===== config.mk =====
export PLATFORM = sky130hd
export DESIGN_NAME = lav_front
export DESIGN_NICKNAME = d
export VERILOG_FILES = /design/src/rtl/lav_pkg.sv /design/src/rtl/lav_front.sv
export SDC_FILE = /design/constraint.sdc
export NUM_CORES = 1
export LEC_CHECK = 0
export BUFFER_PORTS_ARGS = -buffer_cell sky130_fd_sc_hd__buf_2
export CAP_MARGIN = 10
export CORE_ASPECT_RATIO = 1.1
export CORE_MARGIN = 5
export CORE_UTILIZATION = 45
export CTS_BUF_LIST = sky130_fd_sc_hd__clkbuf_8
export DETAILED_ROUTE_END_ITERATION = 6
export MAX_ROUTING_LAYER = met4
export PLACE_DENSITY = 0.77
export SYNTH_ARGS = -nofsm -noshare
export SYNTH_HDL_FRONTEND = slang
export SYNTH_SLANG_ARGS = --single-unit

===== constraint.sdc =====
create_clock -name clk -period 42.8 [get_ports clk]
set_input_delay 8.56 -clock clk [delete_from_list [all_inputs] [get_ports clk]]
set_output_delay 8.56 -clock clk [all_outputs]
set_load 0.005 [all_outputs]

===== src/rtl/lav_pkg.sv =====
// look-at view matrix: shared types, widths and fixed-point helpers
// used by lav_front, lav_norm, lav_back and the top level; no dependencies
package lav_pkg;

	// widths of the datapath
	localparam int CW  = 32;  // coordinate width, signed Q16.16
	localparam int DW  = 33;  // eye minus target
	localparam int NW  = 51;  // signed vector width into the normalizer
	localparam int MW  = 50;  // magnitude width inside the normalizer
	localparam int AW  = 20;  // normalized axis component width
	localparam int ACW = 52;  // product and accumulator width

	localparam logic [CW-1:0] Q_ONE = 32'h0001_0000;

	// one queued item: view direction plus eye and up
	typedef struct packed {
		logic [DW-1:0] dx;
		logic [DW-1:0] dy;
		logic [DW-1:0] dz;
		logic [CW-1:0] eye_x;
		logic [CW-1:0] eye_y;
		logic [CW-1:0] eye_z;
		logic [CW-1:0] up_x;
		logic [CW-1:0] up_y;
		logic [CW-1:0] up_z;
	} item_t;

	// Q20.32 to Q36.16, nearest, ties away from zero
	function automatic logic signed [ACW-1:0] round16(input logic signed [ACW-1:0] v);
		logic [ACW-1:0] mag;
		logic [ACW-1:0] m;
		mag = v[ACW-1] ? (~v + 1'b1) : v;
		m = (mag + ACW'(32768)) >> 16;
		return v[ACW-1] ? $signed(~m + 1'b1) : $signed(m);
	endfunction

	// clamp to the signed 32-bit range
	function automatic logic [CW-1:0] sat32(input logic signed [ACW-1:0] v);
		logic signed [ACW-1:0] hi;
		logic signed [ACW-1:0] lo;
		hi = ACW'(64'sh0000_0000_7fff_ffff);
		lo = -ACW'(64'sh0000_0000_8000_0000);
		if (v > hi) return 32'h7fff_ffff;
		else if (v < lo) return 32'h8000_0000;
		else return v[CW-1:0];
	endfunction

endpackage


===== src/rtl/lav_front.sv =====
// look-at view matrix front end: takes input transfers, forms eye minus
// target and holds items in a two-entry queue for the back end; uses lav_pkg
module lav_front (
	input  logic                 clk,
	input  logic                 arst_n,
	input  logic                 in_valid,
	output logic                 in_stall,
	input  logic [31:0]          target_x,
	input  logic [31:0]          target_y,
	input  logic [31:0]          target_z,
	input  logic [31:0]          eye_x,
	input  logic [31:0]          eye_y,
	input  logic [31:0]          eye_z,
	input  logic [31:0]          up_x,
	input  logic [31:0]          up_y,
	input  logic [31:0]          up_z,
	output logic                 q_valid,
	output lav_pkg::item_t       q_item,
	input  logic                 q_pop
);
	import lav_pkg::*;

	item_t       fifo_q [2];
	logic        wr_q;
	logic        rd_q;
	logic [1:0]  cnt_q;
	logic        push;
	item_t       item_w;

	// direction vector, sign-extended so the difference never wraps
	always_comb begin
		item_w.dx = DW'($signed(eye_x)) - DW'($signed(target_x));
		item_w.dy = DW'($signed(eye_y)) - DW'($signed(target_y));
		item_w.dz = DW'($signed(eye_z)) - DW'($signed(target_z));
		item_w.eye_x = eye_x;
		item_w.eye_y = eye_y;
		item_w.eye_z = eye_z;
		item_w.up_x = up_x;
		item_w.up_y = up_y;
		item_w.up_z = up_z;
	end

	assign in_stall = (cnt_q == 2'd2);
	assign push = in_valid && !in_stall;
	assign q_valid = (cnt_q != 2'd0);
	assign q_item = fifo_q[rd_q];

	// queue pointers and fill count
	always_ff @(posedge clk or negedge arst_n) begin
		if (!arst_n) begin
			wr_q <= 1'b0;
			rd_q <= 1'b0;
			cnt_q <= 2'd0;
		end else begin
			if (push) wr_q <= ~wr_q;
			if (q_pop) rd_q <= ~rd_q;
			case ({push, q_pop})
				2'b10: cnt_q <= cnt_q + 2'd1;
				2'b01: cnt_q <= cnt_q - 2'd1;
				default: cnt_q <= cnt_q;
			endcase
		end
	end

	// queue storage
	always_ff @(posedge clk) begin
		if (push) fifo_q[wr_q] <= item_w;
	end

endmodule


Yosys cells after proc, flatten, opt, wreduce, memory -nomap -nowiden

Memory sizes are Yosys's and may differ from the RTL's.
Index checks and enable logic that the tools add are counted.

Add/sub/neg operators: 5
Equal/unequal tests: 3
Multiplexer cells: 3
Bitwise gates (word level): 2
Reduce and logical (&&, ||, !) cells: 4

Operator list:

| cell                                                                  | count |
|---|---|
| 32-bit by 32-bit subtractor with 33-bit output                        | 3 |
| 2-bit equality test, second input constant                            | 2 |
| 2-bit case mux with 2 select lines                                    | 1 |
| 2-bit nonzero test                                                    | 2 |
| 2-bit by 1-bit adder with 2-bit output, second input constant         | 1 |
| 2-bit by 1-bit equality test with 1-bit output, second input constant | 1 |
| 1-bit 2-to-1 mux                                                      | 2 |
| 1-bit NOT                                                             | 2 |
| 2-bit by 1-bit subtractor with 2-bit output, second input constant    | 1 |
| 1-bit logical AND                                                     | 1 |
| 1-bit logical NOT                                                     | 1 |

Bits in registers: 4
RAM bits: 582
Input port bits: 292
Output and inout bits: 293
Word-level logic and storage cells: 21
Memories kept: 1

Memories:

| name   | depth | bits a word | rd ports | clocked after Yosys merged registers in | wr ports | RTL line        | text |
|---|---|---|---|---|---|---|---|
| fifo_q | 2     | 291         | 1        | 0                                       | 1        | lav_front.sv:23 | `item_t fifo_q [2];` |

Depth between registers and ports, before layout

Word-level depth: 5
Gate-level depth with buffers: 10
Mapped depth without buffers: 10

Least setup slack after synthesis

Ideal clock, no wire load.

Kind: input -> register
From: in in_valid
To: mem fifo_q[0][0] (netlist bit), enable pin
Data arrival time: 20702 ps
Path slack: 21149 ps
Stages on the path: 2
Path buffers: 0
Path through: nand2_1 > nor2_1

Cells in the longest elaborated chain, start to end: 3

Ends and longest elaborated chain:

| what                                   | RTL line        | text |
|---|---|---|
| start, declared                        | lav_front.sv:6  | `input logic in_valid,` |
| 1-bit logical AND                      | lav_front.sv:44 | `assign push = in_valid && !in_stall;` |
| 1-bit 2-to-1 mux                       | lav_front.sv:67 | `if (push) fifo_q[wr_q] <= item_w;` |
| 1-bit 2-to-1 mux (implied by the code) | lav_front.sv:67 |  |
| end, declared                          | lav_front.sv:23 |  |

Every way passes these cells.

==> metrics.cfg <==
[clock_tree]
clock_latency_ns = 0.65
clock-root-buffer = clkbuf_8
ctsHtreeMaxLevel = 3
post_cts_resized = 0
postCtsSetupRepairBufs = 0
numClockSinks = 586
hold_buffers = 0
cts_tree = built
cts_buffers = 94
clkTransAtPathRegs_ns = 0.06
cts.path.max_buffers = 3

[sta]
setup_viol = 0
period_share = 0.274
fin_skew_ns = 0.0306
max_freq_mhz = 85.2
relSlewSlack = 0.198
rsz0062_at_grt = no
finalMaxSlewViolations = 0
tightest_slew_ns = 1.20
period_needed_ns = 11.74
final_hold_viol_count = 0
timing.setup.tns_ns = 0

[drt]
routedWlPerCell_microns = 20.0
vias = 17500
drt_iter0_drc = 1122
dr.pass1.iters = 7
wirelength_microns = 65800
viasPerCell = 5.31
ant_nets = 0
drcViolationCount = 0

[finish]
layout-area-overhead-vs-synth_pct = 20.6
layout_common_cells = buf_2 (584), edfxtp_1 (582), mux2_2 (291), inv_1 (165), ha_1 (97)
final_area_sq_um = 32500
mostFrequentLayoutCell = buf_2
nets = 2831
seq_area_sq_um = 17600
multi_input_area_sq_um = 8650
fin_cells = 3293
final_layout_size_suffix_gt1_frac = 0.408
fillers = 4790

[logic_synthesis]
synth-warning-count = 0
synthesis.area_sq_um = 26900
synthArstFlopShare = 0.00683
netlist_instances = 1810
synthFlopType = edfxtp_1
synth-edff-count = 582
synth-seq-area-share = 0.653
synth-seq-cells = 586
syn_nets = 2202
syn-mean-instance-area_sq_um = 14.9
ys_types = 77

[min_path]
hold_start = cnt_q[1]
hp-class = reg2reg

[place]
numPlacedInstances = 3111
numPortBuffers = 584
hpwl_microns = 47400
dpl_cell_area_sq_um = 30700
routabilityCongestion = 0.898

[setup_path]
arrival_ns = 3.18
crit_start = rd_q
crit_path_end_kind = output port
required_ns = 34.24
r2r_start = cnt_q[0]
cp-start-kind = flop
crit_type = reg2out
crit_fanout = 175

[die]
die-area_sq_um = 64800
coreArea_sq_um = 59500
num_rows = 94
initial_core_util = 0.452
die_w_microns = 243
io_pins = 585
die_h_microns = 267

[pwr]
peakVddDrop_mv = 0.0575
cellPowerDensity_nw_per_um2 = 58.0
leakagePower_nw = 13.0

[grt]
grt_max_degree = 176
grt_overflow = 0
grt_pass1_vias = 18200
antenna_found_initial = 14
grt_pass1_wl_microns = 99100
grt_usage = 0.197

[status]
outcome = complete, no violations

[flow_run]
max_cap_violations = 0

worst max-delay path, cell delays in order (launching register included):
cell and delay (ns):
dfrtp_4 0.93, buf_12 0.60, mux2_2 0.45, buf_2 0.14
sequential cells by signal, indices dropped and copies added (netlist names):
signal / flops
fifo_q: 582
rd_q: 1
cnt_q: 2
wr_q: 1
synth_stat cells (8+ instances only):
cell,count,share of area
a211o_1,8,0.0026
a211oi_1,10,0.0028
a21o_1,36,0.010
a21oi_1,80,0.015
a31oi_1,14,0.0033
and2_1,10,0.0023
and3_1,14,0.0033
buf_2,8,0.0015
clkbuf_1,46,0.0064
edfxtp_1,582,0.65
ha_1,97,0.045
inv_1,125,0.017
mux2_2,291,0.12
nand2_1,69,0.0096
nand2b_1,14,0.0033
nand3_1,19,0.0035
nand4_1,14,0.0033
nor2_1,67,0.0093
nor2b_1,12,0.0028
nor3_1,15,0.0028
o211ai_1,12,0.0033
o21a_1,14,0.0039
o21ai_0,54,0.010
o21bai_1,12,0.0033
or3_1,8,0.0019
xnor2_1,49,0.016
xor2_1,33,0.011
power breakdown:
part / switching [mW] / internal [mW]
clock: 0.217 / 0.231
sequential: 0.0374 / 0.802
combinational: 0.324 / 0.270
through the flow:
stage | hold slack (ns) | utilization | power (mW) | setup slack (ns)
after floorplan | 0.456 | - | 1.24 | 21.15
after global placement | 0.473 | 0.515 | 1.44 | 31.37
after detailed placement | 0.500 | 0.515 | 1.45 | 31.31
after CTS | 0.512 | 0.545 | 1.90 | 31.00
after global routing | 0.543 | 0.545 | 1.98 | 30.89
final | 0.518 | 0.545 | 1.88 | 31.06
worst paths after layout:
kind                       cells after the start        endpoint  slack (ns)
max                                            3     q_item[239]       31.06
min                                            1        cnt_q[1]        0.52
max reg2reg                                    4  fifo_q[1][235]       39.35
min reg2reg                                    1        cnt_q[1]        0.52
max in group asynchronous                      1            rd_q       34.97
min in group asynchronous                      1            rd_q        7.70
final cells by class:
class                           count  area share
Clock buffer                       94      0.0399
Tap cell                          768      0.0296
Inverter                          125      0.0145
Antenna cell                       15     0.00116
Sequential cell                   586       0.542
Multi-Input combinational cell   1039       0.266
Timing Repair Buffer              593      0.0929
Clock inverter                     73      0.0140
routing by layer:
metal	up-vias	track usage	routed length (microns)
li1	8172	-	-
met1	8536	0.223	25000
met2	663	0.343	34000
met3	112	0.0535	5090
met4	0	0.0635	1690
met5	-	-	0
kinds of logic after synthesis:
family | count (synthesis) | share of synthesized area
simple gates | 262 | 0.0476
flops | 586 | 0.653
buf+inv | 185 | 0.0264
mux | 294 | 0.123
compound gates | 301 | 0.0763
xor+xnor | 82 | 0.0267
fa+ha+maj | 100 | 0.0473
No activity file was read; power rests on OpenSTA's default activity.
